[src/rtl/core/u8gp_pkg.sv]
// ----------------------------------------------------------------------------
// u8gp_pkg
// Shared types, constants and the character-to-glyph map of the glyph placer.
// ----------------------------------------------------------------------------
package u8gp_pkg;

    localparam int unsigned GLYPH_COUNT       = 100;
    localparam int unsigned GLYPH_SIZE        = 8;
    localparam int unsigned QUEUE_DEPTH_DFLT  = 4;

    localparam logic [7:0] WIDTH_RST          = 8'd128;
    localparam logic [7:0] HEIGHT_RST         = 8'd64;

    // configuration register indexes
    localparam logic CFG_DISPLAY_WIDTH        = 1'b0;
    localparam logic CFG_DISPLAY_HEIGHT       = 1'b1;

    // UTF-8 byte classes
    localparam logic [2:0] LEAD2_PREFIX       = 3'b110;

    // glyph map layout
    localparam int unsigned SYM_COUNT         = 37;
    localparam logic [6:0]  UPPER_BASE        = 7'd1;
    localparam logic [6:0]  DIGIT_BASE        = 7'd27;
    localparam logic [6:0]  LOWER_BASE        = 7'd37;
    localparam logic [6:0]  SYM_BASE          = 7'd63;

    localparam logic [7:0] SYM_CODES [SYM_COUNT] = '{
        8'h2E, 8'h3A, 8'h23, 8'h21, 8'h3F, 8'hC3, 8'hC2, 8'hC1, 8'hC0, 8'hC9,
        8'hCA, 8'hCD, 8'hD3, 8'hD4, 8'hD5, 8'hDA, 8'hC7, 8'hE7, 8'hE3, 8'hE1,
        8'hE0, 8'hE2, 8'hE9, 8'hEA, 8'hED, 8'hF3, 8'hF4, 8'hFA, 8'h2C, 8'h2A,
        8'h2D, 8'h5F, 8'hBA, 8'h2F, 8'hB2, 8'h28, 8'h29
    };

    // one queued placement: text row, pixel column and Latin-1 code
    typedef struct packed {
        logic [5:0] row;
        logic [7:0] col;
        logic [7:0] code;
    } place_t;

    typedef struct packed {
        logic full;
        logic empty;
    } qstat_t;

    function automatic logic [6:0] glyph_of(input logic [7:0] c);
        logic [6:0] g;
        g = '0;
        case (c) inside
            [8'h41:8'h5A]: g = 7'(c - 8'h41) + UPPER_BASE;
            [8'h30:8'h39]: g = 7'(c - 8'h30) + DIGIT_BASE;
            [8'h61:8'h7A]: g = 7'(c - 8'h61) + LOWER_BASE;
            default: begin
                // table codes are distinct, so at most one matches
                for (int i = 0; i < SYM_COUNT; i++) begin
                    if (SYM_CODES[i] == c) begin
                        g = SYM_BASE + 7'(i);
                    end
                end
            end
        endcase
        if (32'(g) >= GLYPH_COUNT) begin
            g = '0;
        end
        return g;
    endfunction

endpackage

[src/rtl/core/u8gp_front.sv]
// ----------------------------------------------------------------------------
// u8gp_front
// Accepts text bytes, decodes UTF-8 pairs, keeps the cursor and queues a
// placement for every glyph that fits on the display.
// ----------------------------------------------------------------------------
module u8gp_front (
    input  logic                aclk,
    input  logic                aresetn,
    input  logic [7:0]          display_width,
    input  logic [7:0]          display_height,
    input  logic                s_valid,
    output logic                s_ready,
    input  logic [7:0]          s_text_byte,
    input  logic                s_first_byte,
    input  logic [7:0]          s_start_x,
    input  logic [7:0]          s_start_y,
    input  u8gp_pkg::qstat_t    q_stat,
    output logic                push,
    output u8gp_pkg::place_t    push_data
);

    localparam logic [9:0] GSIZE = 10'(u8gp_pkg::GLYPH_SIZE);

    logic [8:0] cursor_x_reg, cursor_x_next;
    logic [8:0] cursor_y_reg, cursor_y_next;
    logic       lead_pending_reg, lead_pending_next;
    logic [1:0] lead_bits_reg, lead_bits_next;
    logic       string_done_reg, string_done_next;

    logic [8:0] cx_cur, cy_cur, cx_adv, cy_adv;
    logic       lp_cur, done_cur;
    logic [1:0] lb_cur;
    logic       draw, emit;
    logic [7:0] code;
    logic       accept;

    assign s_ready = !q_stat.full;
    assign accept  = s_valid && s_ready;

    always_comb begin
        cx_cur   = s_first_byte ? {1'b0, s_start_x} : cursor_x_reg;
        cy_cur   = s_first_byte ? {1'b0, s_start_y} : cursor_y_reg;
        lp_cur   = s_first_byte ? 1'b0 : lead_pending_reg;
        lb_cur   = s_first_byte ? 2'b00 : lead_bits_reg;
        done_cur = s_first_byte ? 1'b0 : string_done_reg;

        cursor_x_next     = cx_cur;
        cursor_y_next     = cy_cur;
        lead_pending_next = lp_cur;
        lead_bits_next    = lb_cur;
        string_done_next  = done_cur;
        draw              = 1'b0;
        code              = s_text_byte;
        cx_adv            = cx_cur + 9'(u8gp_pkg::GLYPH_SIZE);
        cy_adv            = cy_cur;

        if (!done_cur) begin
            if (({1'b0, cy_cur} + GSIZE > {2'b00, display_height}) ||
                (s_text_byte == 8'h00)) begin
                string_done_next  = 1'b1;
                lead_pending_next = 1'b0;
                lead_bits_next    = 2'b00;
            end else if (lp_cur) begin
                // only the low two lead bits survive the 8-bit code
                code              = {lb_cur, s_text_byte[5:0]};
                lead_pending_next = 1'b0;
                lead_bits_next    = 2'b00;
                draw              = 1'b1;
            end else if (!s_text_byte[7]) begin
                draw = 1'b1;
            end else if (s_text_byte[7:5] == u8gp_pkg::LEAD2_PREFIX) begin
                lead_pending_next = 1'b1;
                lead_bits_next    = s_text_byte[1:0];
            end
        end

        if (draw) begin
            // wrap when the advanced cursor no longer leaves room for a glyph
            if ({1'b0, cx_adv} + GSIZE > {2'b00, display_width}) begin
                cx_adv = '0;
                cy_adv = cy_cur + 9'(u8gp_pkg::GLYPH_SIZE);
            end
            cursor_x_next = cx_adv;
            cursor_y_next = cy_adv;
            if ({1'b0, cy_adv} + GSIZE > {2'b00, display_height}) begin
                string_done_next = 1'b1;
            end
        end
    end

    assign emit = draw && ({1'b0, cx_cur} + GSIZE <= {2'b00, display_width});
    assign push = accept && emit;

    always_comb begin
        push_data.row  = cy_cur[8:3];
        push_data.col  = cx_cur[7:0];
        push_data.code = code;
    end

    always_ff @(posedge aclk) begin
        if (!aresetn) begin
            cursor_x_reg     <= '0;
            cursor_y_reg     <= '0;
            lead_pending_reg <= 1'b0;
            lead_bits_reg    <= '0;
            string_done_reg  <= 1'b1;
        end else if (accept) begin
            cursor_x_reg     <= cursor_x_next;
            cursor_y_reg     <= cursor_y_next;
            lead_pending_reg <= lead_pending_next;
            lead_bits_reg    <= lead_bits_next;
            string_done_reg  <= string_done_next;
        end
    end

endmodule

[src/rtl/core/u8gp_queue.sv]
// ----------------------------------------------------------------------------
// u8gp_queue
// Short register FIFO of placements between the decoder and the output side.
// ----------------------------------------------------------------------------
module u8gp_queue #(
    parameter int unsigned DEPTH = u8gp_pkg::QUEUE_DEPTH_DFLT
) (
    input  logic                aclk,
    input  logic                aresetn,
    input  logic                push,
    input  u8gp_pkg::place_t    push_data,
    input  logic                pop,
    output u8gp_pkg::place_t    head,
    output u8gp_pkg::qstat_t    q_stat
);

    localparam int unsigned PW = (DEPTH > 1) ? $clog2(DEPTH) : 1;
    localparam int unsigned CW = $clog2(DEPTH + 1);

    u8gp_pkg::place_t mem_reg [DEPTH];
    logic [PW-1:0]    wr_ptr_reg, rd_ptr_reg;
    logic [CW-1:0]    count_reg;

    assign head         = mem_reg[rd_ptr_reg];
    assign q_stat.full  = (count_reg == CW'(DEPTH));
    assign q_stat.empty = (count_reg == '0);

    always_ff @(posedge aclk) begin
        if (push) begin
            mem_reg[wr_ptr_reg] <= push_data;
        end
    end

    always_ff @(posedge aclk) begin
        if (!aresetn) begin
            wr_ptr_reg <= '0;
            rd_ptr_reg <= '0;
            count_reg  <= '0;
        end else begin
            if (push) begin
                wr_ptr_reg <= (wr_ptr_reg == PW'(DEPTH - 1)) ? '0 : wr_ptr_reg + 1'b1;
            end
            if (pop) begin
                rd_ptr_reg <= (rd_ptr_reg == PW'(DEPTH - 1)) ? '0 : rd_ptr_reg + 1'b1;
            end
            if (push && !pop) begin
                count_reg <= count_reg + 1'b1;
            end else if (pop && !push) begin
                count_reg <= count_reg - 1'b1;
            end
        end
    end

endmodule

[src/rtl/core/u8gp_back.sv]
// ----------------------------------------------------------------------------
// u8gp_back
// Turns a queued placement into a framebuffer index and glyph index and
// holds the result in the output register.
// ----------------------------------------------------------------------------
module u8gp_back (
    input  logic                aclk,
    input  logic                aresetn,
    input  logic [7:0]          display_width,
    input  u8gp_pkg::qstat_t    q_stat,
    input  u8gp_pkg::place_t    head,
    output logic                pop,
    output logic                m_valid,
    input  logic                m_ready,
    output logic [12:0]         m_fb_index,
    output logic [6:0]          m_glyph_index
);

    logic        out_valid_reg;
    logic [12:0] fb_index_reg;
    logic [6:0]  glyph_index_reg;
    logic [13:0] row_base;
    logic [14:0] fb_sum;

    assign pop      = !q_stat.empty && (!out_valid_reg || m_ready);
    assign row_base = head.row * display_width;
    // skip the display control byte
    assign fb_sum   = {1'b0, row_base} + 15'(head.col) + 15'd1;

    always_ff @(posedge aclk) begin
        if (pop) begin
            fb_index_reg    <= fb_sum[12:0];
            glyph_index_reg <= u8gp_pkg::glyph_of(head.code);
        end
    end

    always_ff @(posedge aclk) begin
        if (!aresetn) begin
            out_valid_reg <= 1'b0;
        end else if (pop) begin
            out_valid_reg <= 1'b1;
        end else if (m_ready) begin
            out_valid_reg <= 1'b0;
        end
    end

    assign m_valid       = out_valid_reg;
    assign m_fb_index    = fb_index_reg;
    assign m_glyph_index = glyph_index_reg;

endmodule

[src/rtl/core/utf8_text_glyph_placer_top.sv]
// ----------------------------------------------------------------------------
// utf8_text_glyph_placer_top
// Places glyphs of a UTF-8 text stream on a byte-organized display.
// ----------------------------------------------------------------------------
// Input channel (s_*): one text byte per item; s_first_byte starts a string
// at (s_start_x, s_start_y). A zero byte or running off the bottom ends it.
// Result channel (m_*): one item per drawn glyph, giving the framebuffer byte
// index and the font entry. Lead bytes, dropped bytes and glyphs that do not
// fit give no result. Configuration: cfg_wr_en writes cfg_wdata to the width
// (cfg_addr 0) or height (cfg_addr 1) register; write only while idle.
// Throughput: one byte per cycle while s_ready is high. The decoder and cursor
// update in the cycle the byte is accepted; the placement then waits in a
// QUEUE_DEPTH-entry FIFO. Path: a result passes from its FIFO entry into the
// output register; the framebuffer multiply and glyph lookup lie between the
// FIFO head and the output register.
// Stall: with m_ready low the output register holds, the FIFO fills, and
// s_ready drops once the FIFO is full.
// Reset: cursor at 0,0, no string active, width 128, height 64, FIFO empty.
// ----------------------------------------------------------------------------
module utf8_text_glyph_placer_top #(
    parameter int unsigned QUEUE_DEPTH = u8gp_pkg::QUEUE_DEPTH_DFLT
) (
    input  logic        aclk,
    input  logic        aresetn,
    input  logic        cfg_wr_en,
    input  logic        cfg_addr,
    input  logic [7:0]  cfg_wdata,
    input  logic        s_valid,
    output logic        s_ready,
    input  logic [7:0]  s_text_byte,
    input  logic        s_first_byte,
    input  logic [7:0]  s_start_x,
    input  logic [7:0]  s_start_y,
    output logic        m_valid,
    input  logic        m_ready,
    output logic [12:0] m_fb_index,
    output logic [6:0]  m_glyph_index
);

    logic [7:0]        display_width_reg;
    logic [7:0]        display_height_reg;
    logic              push, pop;
    u8gp_pkg::place_t  push_data, head;
    u8gp_pkg::qstat_t  q_stat;

    always_ff @(posedge aclk) begin
        if (!aresetn) begin
            display_width_reg  <= u8gp_pkg::WIDTH_RST;
            display_height_reg <= u8gp_pkg::HEIGHT_RST;
        end else if (cfg_wr_en) begin
            case (cfg_addr)
                u8gp_pkg::CFG_DISPLAY_WIDTH:  display_width_reg  <= cfg_wdata;
                u8gp_pkg::CFG_DISPLAY_HEIGHT: display_height_reg <= cfg_wdata;
                default: ;
            endcase
        end
    end

    u8gp_front u_front (
        .aclk           (aclk),
        .aresetn        (aresetn),
        .display_width  (display_width_reg),
        .display_height (display_height_reg),
        .s_valid        (s_valid),
        .s_ready        (s_ready),
        .s_text_byte    (s_text_byte),
        .s_first_byte   (s_first_byte),
        .s_start_x      (s_start_x),
        .s_start_y      (s_start_y),
        .q_stat         (q_stat),
        .push           (push),
        .push_data      (push_data)
    );

    u8gp_queue #(
        .DEPTH (QUEUE_DEPTH)
    ) u_queue (
        .aclk      (aclk),
        .aresetn   (aresetn),
        .push      (push),
        .push_data (push_data),
        .pop       (pop),
        .head      (head),
        .q_stat    (q_stat)
    );

    u8gp_back u_back (
        .aclk          (aclk),
        .aresetn       (aresetn),
        .display_width (display_width_reg),
        .q_stat        (q_stat),
        .head          (head),
        .pop           (pop),
        .m_valid       (m_valid),
        .m_ready       (m_ready),
        .m_fb_index    (m_fb_index),
        .m_glyph_index (m_glyph_index)
    );

    a_no_push_when_full: assert property (@(posedge aclk) disable iff (!aresetn)
        push |-> !q_stat.full)
        else $error("placement pushed into a full queue");

    a_no_pop_when_empty: assert property (@(posedge aclk) disable iff (!aresetn)
        pop |-> !q_stat.empty)
        else $error("placement popped from an empty queue");

    a_glyph_in_font: assert property (@(posedge aclk) disable iff (!aresetn)
        m_valid |-> (32'(m_glyph_index) < u8gp_pkg::GLYPH_COUNT))
        else $error("glyph index beyond the font table");

    a_result_follows_pop: assert property (@(posedge aclk) disable iff (!aresetn)
        (m_valid && !$past(m_valid)) |-> $past(pop))
        else $error("result appeared without a queued placement");

endmodule
[config.mk]
export PLATFORM = sky130hd
export DESIGN_NAME = utf8_text_glyph_placer_top
export DESIGN_NICKNAME = d
export VERILOG_FILES = /design/src/rtl/core/u8gp_pkg.sv /design/src/rtl/core/u8gp_front.sv /design/src/rtl/core/u8gp_queue.sv /design/src/rtl/core/u8gp_back.sv /design/src/rtl/core/utf8_text_glyph_placer_top.sv
export SDC_FILE = /design/constraint.sdc
export NUM_CORES = 1
export LEC_CHECK = 0
export BUFFER_PORTS_ARGS = -buffer_cell sky130_fd_sc_hd__buf_2
export CORE_UTILIZATION = 51
export CTS_CLUSTER_DIAMETER = 100
export DETAILED_ROUTE_END_ITERATION = 8
export GPL_TIMING_DRIVEN = 0
export HOLD_SLACK_MARGIN = 0.06
export MAX_ROUTING_LAYER = met4
export PLACE_DENSITY = 0.69
export SKIP_LAST_GASP = 1
export SLEW_MARGIN = 20
export SYNTH_ARGS = -nofsm -noshare
export SYNTH_HDL_FRONTEND = slang
export SYNTH_SLANG_ARGS = --single-unit
[constraint.sdc]
create_clock -name aclk -period 11.9 [get_ports aclk]
set_clock_uncertainty 0.05 [all_clocks]
set_input_delay 0.595 -clock aclk [delete_from_list [all_inputs] [get_ports aclk]]
set_output_delay 0.595 -clock aclk [all_outputs]
set_load 0.03 [all_outputs]
==> impl_metrics.yaml <==
setup_path:
  crit_path_max_fanout: 10
  path_class: "primary input to flip-flop"
  setup.worst_path.end_class: "flip-flop"
  cpMaxStageDelayCell: "mux2i_1"
  reg2regPathDepth: 18
  slowest_delay_ns: 0.57
  arrival_ns: 7.32
  path_common_cell: "ha_1"
  start_kind: "primary input"
  worstPathRequired_ns: 12.20
sta:
  fin_crit_sh_pct: 59.0
  max_freq_mhz: 142
  slew_headroom_pct: 40.2
  slew_violations: 0
  finalHoldViolCount: 0
  rsz0062_at_grt: "no"
  setup-tns-final_ns: 0
  worstMarginPinSlew_ns: 0.897
  period_needed_ns: 7.03
  setup_viol: 0
detailed_routing:
  ant_nets: 0
  first_pass_iters: 8
  vias: 7706
  wl_per_cell_um: 17.4
  vias_per_cell: 5.70
  drc: 0
  drt_wl_total_um: 23500
  first_iter_violations: 562
synthesis:
  seq_area_frac_synth_pct: 40.9
  muxShareOfSynthArea_pct: 7.24
  synth_async_sr_flop_share_pct: 0
  synth_edf_count: 108
  synthAdderAreaFrac_pct: 15.3
  synthSimpleGateAreaFrac_pct: 16.0
  synth_ff_type: "edfxtp_1"
  synthXorXnorAreaFrac_pct: 3.06
  synth_warnings: 0
  synth_area_um2: 10300
  synth_compound_area_share_pct: 12.3
  yosys.area.top_type: "edfxtp_1"
  syn_nets: 1140
  synthDistinctLibCells: 81
  synth_top_family_by_area: "simple AND/OR/NAND/NOR gates"
  avgSynthCellArea_um2: 10.4
  netlist.area_leader.share_pct: 31.5
  syn-instance-count: 994
  synth.area.top_cells: "edfxtp_1 (32%), dfxtp_1 (9.3%), ha_1 (9.2%)"
  synth-seq-cells: 156
pwr:
  power_density_nw_per_um2: 204
  p_leak_nw: 4.61
  ir_drop_mv: 0.110
cells_and_area:
  final_net_count: 1221
  antennaDiodeCount: 0
  drive_above_1_share_pct: 13.6
  largest_reg_flops: 88
  final_cell_mix: "nand2_1 (108), edfxtp_1 (108), inv_1 (97), ha_1 (76), buf_2 (65)"
  fin_area_um2: 11600
  syn2layout_area_growth_pct: 12.5
  utilization_pct: 59.1
global_routing:
  grt_max_degree: 23
  grt_usage_pct: 24.6
  overflow: 0
  antenna_found_initial: 0
  first_global_vias: 7341
  grt_pass1_wl_um: 37600
run:
  cap_violations: 0
clock_tree:
  clock_latency_ns: 0.42
  numCtsBuffers: 17
  tritoncts: "yes"
  cts_sinks: 156
  clockBufferDepth: 2
  htree_levels: 4
  root_buffer: "clkbuf_16"
  cts_hold_buf: 0
  cts_resized: 0
  cts_setup_buffers: 0
  clk_transition_reported_paths_ns: 0.07
place:
  io_buffers: 60
  hpwl_um: 17200
  place_congestion: 0.889
  dpl-instance-area_um2: 11000
floorplan:
  die_h_um: 144
  start_util_pct: 52.5
  die-area_um2: 20700
  ioPinCount: 61
  rows: 51
  core_area_um2: 19600
  dieWidth_um: 144
min_path:
  min_path_type: "primary input to flip-flop"
  min_path_cells: 1
run_status:
  run_status: "finished, final reports clean"
==> synthesized netlist by cell type, types with 11 or more instances <==
library cell,n
nor3_1,13
mux4_2,22
edfxtp_1,108
mux2i_1,13
nand2b_1,14
a21oi_1,58
and2_1,27
a211oi_1,11
ha_1,76
xnor2_1,26
nand2_1,108
nor2b_1,12
o21ai_0,42
fa_1,31
nor2_1,50
inv_1,97
dfxtp_1,48
nand3_1,28
clkbuf_1,28
==> layer usage <==
layer	vias to the layer above	track usage (%)	wire length (µm)
met3	30	3.74	1210
met4	0	7.50	359
met2	249	40.0	11400
met5	-	-	0
met1	3689	31.7	10500
li1	3738	-	-
==> final timing paths <==
| check | startpoint | end | slack [ns] |
|---|---|---|---|
| max | s_first_byte | u_front.string_done_reg | 4.87 |
| min | s_text_byte[4] | u_queue.mem_reg[0][4] | 0.35 |
| max reg2reg | flip-flop | u_back.m_fb_index[12] | 5.59 |
| min reg2reg | display_height_reg[5] | display_height_reg[5] | 0.41 |
==> per-stage QoR <==
step | cells | setup WS, ns | hold slack [ns] | total power [mW]
CTS | 1353 | 4.90 | 0.337 | 2.37
detailed placement | 1321 | 4.50 | 0.395 | 1.80
finish | 1353 | 4.87 | 0.349 | 2.36
global route | 1353 | 4.40 | 0.355 | 2.51
floorplan | 994 | 5.93 | 0.379 | 1.53
global placement | 1319 | 4.49 | 0.386 | 1.78
==> worst max-delay path, delay by kind of cell <==
kind	cells	cell delay [ns]
AOI/OAI and AO/OA	7	1.42
xor gates and xnor gates	3	0.75
adders and majority gates	4	1.09
buffers and inverters	6	1.75
muxes	2	0.96
and+or+nand+nor	6	0.74
==> report_power, final <==
group,internal (mW),switching (mW)
registers,0.686,0.0290
clock network,0.333,0.225
logic,0.413,0.675
total,1.43,0.928
==> cell families (layout without fill, tap and decap cells) <==
group / Yosys count / after routing
mux: 45 / 45
compound gates: 193 / 193
xor+xnor: 36 / 36
simple gates: 318 / 318
fa+ha+maj: 107 / 107
flops: 156 / 156
buf+inv: 139 / 233
==> layout make-up <==
cell class                 instances  area (µm²)
fill                            1697        8010
inverter                          97         364
buffer                            42         183
multi-input combinational        699        5550
timing repair buffer              62         343
clock buffer                      19         433
clock inverter                    13         165
tap                              265         332
sequential                       156        4200
No activity file was read; power rests on OpenSTA's default activity.
